## src/hdl/pfr_pkg.sv

```systemverilog
package pfr_pkg;

  localparam int unsigned NumFramesDef = 4;
  localparam int unsigned PageBitsDef  = 16;
  localparam int unsigned PageInW      = 16;
  localparam int unsigned CntW         = 32;
  localparam int unsigned FrameOutW    = 2;

  localparam logic PolicyLru  = 1'b0;
  localparam logic PolicyFifo = 1'b1;

  localparam logic [CntW-1:0] CntMax = {CntW{1'b1}};

  // commands from the controller to the datapath
  typedef struct packed {
    logic load_in;
    logic commit;
    logic use_victim;
    logic start_scan;
    logic scan_step;
  } cmd_t;

  // status from the datapath to the controller
  typedef struct packed {
    logic hit;
    logic policy_fifo;
    logic scan_last;
    logic out_free;
  } sts_t;

  function automatic logic [CntW-1:0] sat_inc(input logic [CntW-1:0] v);
    sat_inc = (v == CntMax) ? v : v + 1'b1;
  endfunction

endpackage

```

## src/hdl/pfr_ctrl.sv

```systemverilog
module pfr_ctrl
  import pfr_pkg::*;
(
  input  logic clk_i,
  input  logic rst_ni,
  input  logic in_valid_i,
  output logic in_ready_o,
  input  sts_t sts_i,
  output cmd_t cmd_o
);

  typedef enum logic [1:0] {
    S_IDLE,
    S_LOOK,
    S_SCAN,
    S_UPDATE
  } state_e;

  state_e state_q;

  always_ff @(posedge clk_i or negedge rst_ni) begin
    if (!rst_ni) begin
      state_q <= S_IDLE;
    end else begin
      case (state_q)
        S_IDLE: begin
          if (in_valid_i) state_q <= S_LOOK;
        end
        S_LOOK: begin
          if (sts_i.hit || sts_i.policy_fifo) begin
            if (sts_i.out_free) state_q <= S_IDLE;
          end else begin
            state_q <= S_SCAN;
          end
        end
        S_SCAN: begin
          if (sts_i.scan_last) state_q <= S_UPDATE;
        end
        S_UPDATE: begin
          if (sts_i.out_free) state_q <= S_IDLE;
        end
        default: state_q <= S_IDLE;
      endcase
    end
  end

  always_comb begin
    cmd_o      = '0;
    in_ready_o = 1'b0;
    case (state_q)
      S_IDLE: begin
        in_ready_o    = 1'b1;
        cmd_o.load_in = in_valid_i;
      end
      S_LOOK: begin
        if (sts_i.hit || sts_i.policy_fifo) begin
          cmd_o.commit = sts_i.out_free;
        end else begin
          cmd_o.start_scan = 1'b1;
        end
      end
      S_SCAN: begin
        cmd_o.scan_step = 1'b1;
      end
      S_UPDATE: begin
        cmd_o.commit     = sts_i.out_free;
        cmd_o.use_victim = 1'b1;
      end
      default: begin
        in_ready_o = 1'b0;
      end
    endcase
  end

endmodule

```

## src/hdl/pfr_dp.sv

```systemverilog
module pfr_dp
  import pfr_pkg::*;
#(
  parameter int unsigned NUM_FRAMES = NumFramesDef,
  parameter int unsigned PAGE_BITS  = PageBitsDef
) (
  input  logic                 clk_i,
  input  logic                 rst_ni,
  input  logic                 cfg_we_i,
  input  logic                 cfg_wdata_i,
  input  logic [PageInW-1:0]   page_number_i,
  input  logic                 out_ready_i,
  output logic                 out_valid_o,
  output logic [FrameOutW-1:0] frame_index_o,
  output logic                 page_fault_o,
  output logic [CntW-1:0]      reference_total_o,
  output logic [CntW-1:0]      fault_total_o,
  input  cmd_t                 cmd_i,
  output sts_t                 sts_o
);

  localparam int unsigned FW   = $clog2(NUM_FRAMES);
  localparam int unsigned ExtW = PAGE_BITS + PageInW;

  logic                 mode_q, mode_lat_q;
  logic [PAGE_BITS-1:0] page_q;
  logic [PAGE_BITS-1:0] frame_page_q [NUM_FRAMES];
  logic                 frame_valid_q [NUM_FRAMES];
  logic [CntW-1:0]      frame_age_q [NUM_FRAMES];
  logic [FW-1:0]        fifo_ptr_q;
  logic [CntW-1:0]      ref_cnt_q, flt_cnt_q;
  logic [FW-1:0]        cnt_q, best_q;
  logic [CntW-1:0]      best_age_q;
  logic                 out_valid_q;
  logic [FrameOutW-1:0] frame_out_q;
  logic                 fault_out_q;

  logic [ExtW-1:0]      page_ext;
  logic [PAGE_BITS-1:0] page_in;
  logic                 hit;
  logic [FW-1:0]        hit_idx;
  logic [CntW-1:0]      age_rd;
  logic                 fault;
  logic [FW-1:0]        sel_frame;
  logic [FW+1:0]        sel_ext;

  assign page_ext = ExtW'(page_number_i);
  assign page_in  = page_ext[PAGE_BITS-1:0];

  // associative lookup, highest matching frame wins
  always_comb begin
    hit     = 1'b0;
    hit_idx = '0;
    for (int i = 0; i < NUM_FRAMES; i++) begin
      if (frame_valid_q[i] && (frame_page_q[i] == page_q)) begin
        hit     = 1'b1;
        hit_idx = FW'(i);
      end
    end
  end

  assign age_rd    = frame_age_q[cnt_q];
  assign fault     = cmd_i.use_victim || !hit;
  assign sel_frame = cmd_i.use_victim ? best_q : (hit ? hit_idx : fifo_ptr_q);
  assign sel_ext   = {2'b00, sel_frame};

  assign sts_o.hit         = hit;
  assign sts_o.policy_fifo = (mode_lat_q == PolicyFifo);
  assign sts_o.scan_last   = (cnt_q == FW'(NUM_FRAMES - 1));
  assign sts_o.out_free    = !out_valid_q || out_ready_i;

  always_ff @(posedge clk_i or negedge rst_ni) begin
    if (!rst_ni) begin
      mode_q      <= PolicyLru;
      mode_lat_q  <= PolicyLru;
      fifo_ptr_q  <= '0;
      ref_cnt_q   <= '0;
      flt_cnt_q   <= '0;
      out_valid_q <= 1'b0;
      cnt_q       <= '0;
      for (int i = 0; i < NUM_FRAMES; i++) begin
        frame_valid_q[i] <= 1'b0;
        frame_age_q[i]   <= '0;
      end
    end else begin
      if (cfg_we_i) mode_q <= cfg_wdata_i;
      if (cmd_i.load_in) mode_lat_q <= mode_q;
      if (cmd_i.start_scan) cnt_q <= FW'(1);
      if (cmd_i.scan_step) cnt_q <= cnt_q + 1'b1;
      if (cmd_i.commit) begin
        out_valid_q <= 1'b1;
        ref_cnt_q   <= sat_inc(ref_cnt_q);
        if (fault) begin
          flt_cnt_q                <= sat_inc(flt_cnt_q);
          frame_valid_q[sel_frame] <= 1'b1;
        end
        if (mode_lat_q == PolicyLru) begin
          for (int i = 0; i < NUM_FRAMES; i++) begin
            frame_age_q[i] <= (FW'(i) == sel_frame) ? '0 : sat_inc(frame_age_q[i]);
          end
        end else if (fault) begin
          fifo_ptr_q <= (fifo_ptr_q == FW'(NUM_FRAMES - 1)) ? '0 : fifo_ptr_q + 1'b1;
        end
      end else if (out_ready_i) begin
        out_valid_q <= 1'b0;
      end
    end
  end

  // payload, no reset
  always_ff @(posedge clk_i) begin
    if (cmd_i.load_in) page_q <= page_in;
    if (cmd_i.start_scan) begin
      best_q     <= '0;
      best_age_q <= frame_age_q[0];
    end
    if (cmd_i.scan_step && (age_rd > best_age_q)) begin
      best_q     <= cnt_q;
      best_age_q <= age_rd;
    end
    if (cmd_i.commit) begin
      if (fault) frame_page_q[sel_frame] <= page_q;
      frame_out_q <= sel_ext[FrameOutW-1:0];
      fault_out_q <= fault;
    end
  end

  assign out_valid_o       = out_valid_q;
  assign frame_index_o     = frame_out_q;
  assign page_fault_o      = fault_out_q;
  assign reference_total_o = ref_cnt_q;
  assign fault_total_o     = flt_cnt_q;

endmodule

```

## src/hdl/page_frame_replacement_top.sv

```systemverilog
// page-frame replacement table, fully associative over NUM_FRAMES frames
// input channel: in_valid_i / in_ready_o carry one page number per transfer
// output channel: out_valid_o / out_ready_i carry frame index, fault flag and
//   the running reference and fault totals, one result per input
// config: cfg_we_i writes cfg_wdata_i into the policy mode (0 lru, 1 fifo);
//   the user must write it only while no reference is in flight; the block does no check of this
// an lru miss takes longer than a hit or a fifo reference, because of the victim
//   scan that compares one frame age per cycle through a single age read port
// the result is registered at commit: after the lookup state on a hit or fifo
//   reference, after the victim scan and the update state on an lru miss
// one reference is worked on at a time; the next one is taken while a
//   finished result still waits in the output register
// a stalled receiver holds the result; the next reference then waits at
//   commit until the output register frees
// reset: all frames empty, ages and totals zero, fifo pointer zero, lru mode
module page_frame_replacement_top
  import pfr_pkg::*;
#(
  parameter int unsigned NUM_FRAMES = NumFramesDef,
  parameter int unsigned PAGE_BITS  = PageBitsDef
) (
  input  logic                 clk_i,
  input  logic                 rst_ni,
  // config write
  input  logic                 cfg_we_i,
  input  logic                 cfg_wdata_i,
  // reference input
  input  logic                 in_valid_i,
  output logic                 in_ready_o,
  input  logic [PageInW-1:0]   page_number_i,
  // result output
  output logic                 out_valid_o,
  input  logic                 out_ready_i,
  output logic [FrameOutW-1:0] frame_index_o,
  output logic                 page_fault_o,
  output logic [CntW-1:0]      reference_total_o,
  output logic [CntW-1:0]      fault_total_o
);

  cmd_t cmd;
  sts_t sts;

  // sequencer: lookup, optional victim scan, commit
  pfr_ctrl u_ctrl (
    .clk_i      (clk_i),
    .rst_ni     (rst_ni),
    .in_valid_i (in_valid_i),
    .in_ready_o (in_ready_o),
    .sts_i      (sts),
    .cmd_o      (cmd)
  );

  // frame table, ages, counters and output register
  pfr_dp #(
    .NUM_FRAMES (NUM_FRAMES),
    .PAGE_BITS  (PAGE_BITS)
  ) u_dp (
    .clk_i             (clk_i),
    .rst_ni            (rst_ni),
    .cfg_we_i          (cfg_we_i),
    .cfg_wdata_i       (cfg_wdata_i),
    .page_number_i     (page_number_i),
    .out_ready_i       (out_ready_i),
    .out_valid_o       (out_valid_o),
    .frame_index_o     (frame_index_o),
    .page_fault_o      (page_fault_o),
    .reference_total_o (reference_total_o),
    .fault_total_o     (fault_total_o),
    .cmd_i             (cmd),
    .sts_o             (sts)
  );

endmodule

```

## config.mk

```make
export PLATFORM = sky130hd
export DESIGN_NAME = page_frame_replacement_top
export DESIGN_NICKNAME = d
export VERILOG_FILES = /design/src/hdl/pfr_pkg.sv /design/src/hdl/pfr_ctrl.sv /design/src/hdl/pfr_dp.sv /design/src/hdl/page_frame_replacement_top.sv
export SDC_FILE = /design/constraint.sdc
export NUM_CORES = 1
export LEC_CHECK = 0
export BUFFER_PORTS_ARGS = -buffer_cell sky130_fd_sc_hd__buf_2
export CELL_PAD_IN_SITES_DETAIL_PLACEMENT = 2
export CELL_PAD_IN_SITES_GLOBAL_PLACEMENT = 2
export CORE_MARGIN = 3
export CORE_UTILIZATION = 40
export DETAILED_ROUTE_END_ITERATION = 7
export GPL_TIMING_DRIVEN = 0
export PLACE_DENSITY = 0.75
export SLEW_MARGIN = 40
export SYNTH_ARGS = -nofsm -noshare
export SYNTH_HDL_FRONTEND = slang
export SYNTH_SLANG_ARGS = --single-unit
```

## constraint.sdc

```tcl
create_clock -name clk_i -period 5.8 [get_ports clk_i]
set_clock_uncertainty 0.2 [all_clocks]
set_input_delay 0 -clock clk_i [delete_from_list [all_inputs] [get_ports clk_i]]
set_output_delay 0 -clock clk_i [all_outputs]
set_load 0.05 [all_outputs]
```

==> metrics.md <==
| Metric | Value |
|---|---|
| Status | complete, no violations |
| Pin count of the biggest net entering global routing | a little under 70 |
| Hold Path Origin | u_dp.frame_valid_q[3] |
| Overflow after GRT | 0 |
| Max Cap Viol | 0 |
| 1st-iter DRT viols | around 1100 |
| Final hold vios | 0 |
| Top cell type's share of synthesized area | 29.62% |
| Max frequency | approximately 180 MHz |
| Area contributors post-synth | dfrtp_1 30%, edfxtp_1 20%, xnor2_1 4.4% |
| Max-slew violations | 0 |
| Worst setup path start | u_dp.cnt_q[1] |
| Leading area contributor after synthesis | dfrtp_1 |
| Total number of vias | 14750 |
| Crit path launch type | register |
| Pre-antenna DRT Iters | 5 |
| Yosys warning total | 0 |
| Worst setup path class | reg2reg |
| Worst min path class | reg2reg |
| Input/output buffers | 90 |
| Netlist Area Pre-Place | 17320 µm² |
| WL/cell | ~29 µm |
| Final setup fails | 0 |
| Gr usage total | roughly 29% |
| Global-route wire length before repair | 103300 µm |
| Die height | 214.1 µm |
| Synth cell count leaders | 205 x dfrtp_1, 134 x nand2_1, 117 x edfxtp_1, 102 x nor2_1, 88 x xnor2_1 |
| Vias in the first global route | 16080 |
| Top-count cell post-synth | dfrtp_1 |
| Syn Nets | between 1500 and 2000 |
| Initial antenna violation count | 4 |
| Fraction of layout cells with a size suffix above 1 | between 15 and 20% |
| CTS tree | yes |
| Worst r2r src | u_dp.cnt_q[1] |
| Dominant synthesized flop cell | dfrtp_1 |
| Post-Syn Instances | 1602 |
| Clock-pin slew on the worst setup and hold paths | approximately 0.06 ns |
| Synth unique cells | 70 |
| Peak fanout along the critical path | 17 |
| Sequential share of the synthesized area | ~50% |
| Final GP Congestion | 0.8524 |
| Number of core rows | 75 |
| Worst rel slew slack | 40.37% |
| Final ANT Viol Nets | 0 |
| Pwr Density | around 430 nW/µm² |
| Final worst slack | 0.2365 ns |
| Via density | between 6 and 7 |
| Remaining DRCs | 0 |
| Dpl ws | -0.4429 ns |
| CTS sink count | 322 |
| Worst setup EP type | register |
| Syn-to-layout area delta | 17.73% |
| Insertion delay to the later sink of the worst-skew pair | between 0.5 and 0.6 ns |
| Nets | approximately 1800 |
| Core area | 42320 µm² |
| Average size of a mapped cell | 10.81 µm² |
| Full die area | 45840 µm² |
| Worst Path Required | 5.80 ns |
| DP HPWL | 46090 µm |
| EDFF count, synth | approximately 120 |
| Slew @ Worst Pin | 0.8945 ns |
| Number of I/O pins | between 90 and 100 |
| Num CTS Buffers | 39 |
| Initial Util | 40.93% |
| H-tree lvl count | 2 |
| Register bit count reported by yosys | 322 |
| WL final | 68210 µm |
| Asr flop ratio synth | 63.66% |
| Crit share post-route | 95.92% |
| Minimum clock period | 5.563 ns |
| Leak | roughly 8 nW |
| Peak VDD IR | 309.1 µV |
| Critical path arrival | 5.56 ns |
| Root buffer cell | clkbuf_16 |
| Hold_ws | 0.2755 ns |
| Max clock buf depth | 3 |
| Die X-Extent | 214.1 µm |
| Filler Cells Inserted | 4292 |
## logic make-up after synthesis
| group | count (synthesis) | synth area share [%] |
|---|---|---|
| muxes | 80 | 7.238 |
| xor gates and xnor gates | 126 | 6.371 |
| DFF | 322 | 49.90 |
| buffers and inverters | 123 | 2.803 |
| and+or+nand+nor | 591 | 17.89 |
| AOI/OAI and AO/OA | 320 | 12.92 |
| adders and majority gates | 40 | 2.889 |
## critical path, stage by stage (launching register included)
cell and delay, ns:
dfrtp_1 0.36, clkbuf_1 0.36, clkbuf_1 0.58, mux4_2 0.47, ha_1 0.38, nand4_1 0.11, nor2_1 0.39, nand3_1 0.34
a21oi_1 0.23, a21oi_1 0.17, a31oi_4 0.46, clkbuf_1 0.55, nand2b_2 0.58
## per-layer routing
| metal | track usage, % | up-vias | wire (µm) |
|---|---|---|---|
| met5 | 0 | - | 23 |
| met3 | 5.626 | 136 | 4555 |
| met1 | 39.06 | 7775 | 28580 |
| met4 | 10.22 | 4 | 2111 |
| met2 | 48.52 | 474 | 32930 |
| li1 | - | 6364 | - |
## timing repair
item	in CTS	in global routing
gates resized for setup	5	1
setup buffers	0	0
setup endpoints to repair	63	34
endpoints found under the hold margin	174	0
hold buffers	41	0
gates cloned	0	1
## sequential cells by signal, indices dropped and copies added, names as in the netlist, 2 cells and up
name and flops:
u_ctrl.state_q 2, u_dp.best_age_q 32, u_dp.best_q 2, u_dp.cnt_q 2
u_dp.fault_total_o 32, u_dp.fifo_ptr_q 2, u_dp.frame_age_q 128, u_dp.frame_index_o 2
u_dp.frame_page_q 64, u_dp.frame_valid_q 4, u_dp.page_q 16, u_dp.reference_total_o 32
## path summary, 6_finish.rpt
path | endpoint | slack, ns | cells after the start
worst min register to register | u_dp.frame_valid_q[3] | 0.28 | 1
max in group asynchronous | u_dp.frame_age_q[4] | 3.95 | 6
min in group asynchronous | u_dp.reference_total_o[21] | 0.34 | 4
worst min-delay path | u_dp.frame_valid_q[3] | 0.28 | 1
worst max register to register | u_dp.best_age_q[7] | 0.24 | 12
worst max-delay path | u_dp.best_age_q[7] | 0.24 | 12
## report_power, final
part           internal [mW]  switching [mW]
Sequential              2.82           0.460
Combinational          0.962            2.00
Clock                   1.39            1.06
Total                   5.17            3.52
## per-stage QoR
step / power [mW] / instance area, µm² / std cells / utilization, % / setup TNS [ns]
detailed placement: 6.107 / 18700 / 2275 / 44.18 / -18.56
global route: 9.054 / 20390 / 2387 / 48.18 / -0.05313
CTS: 8.609 / 20370 / 2386 / 48.12 / 0
finish: 8.696 / 20390 / 2388 / 48.18 / 0
floorplan: 4.901 / 17320 / 1602 / - / 0
global placement: 5.876 / 18490 / 2269 / 43.70 / -58.94
## layout make-up
cell class              count  area, µm²  share of cell area (%)
flip-flops and latches    322       8643                   42.39
multi-input cells        1158       8309                   40.75
clock buffers              47       1016                   4.982
repair buffers            137      980.9                   4.810
well taps                 577      721.9                   3.540
plain buffers              62      276.5                   1.356
inverters                  61      229.0                   1.123
clock inverters            23      212.7                   1.043
diodes                      1      2.502                 0.01227
## placed cells by master (no fill, tap or decap), drive strengths merged, types with 9 or more instances in the layout
master / n
a21oi: 41
a31oi: 17
dfrtp: 205
inv: 61
buf: 117
ha: 40
mux2: 42
nor2: 104
or2: 12
nor4: 23
a2bb2oi: 12
nand4: 65
clkinv: 17
and4: 21
or4: 18
o31ai: 20
nor3: 42
xnor2: 88
nand2b: 12
a21o: 34
nor2b: 9
nand3: 72
edfxtp: 117
a22o: 56
and3: 32
clkbuf: 88
dlygate4sd3: 40
xor2: 38
nand2: 135
mux4: 32
and2: 27
or3: 9
o21ai: 83
No activity file was read; power rests on OpenSTA's default activity.
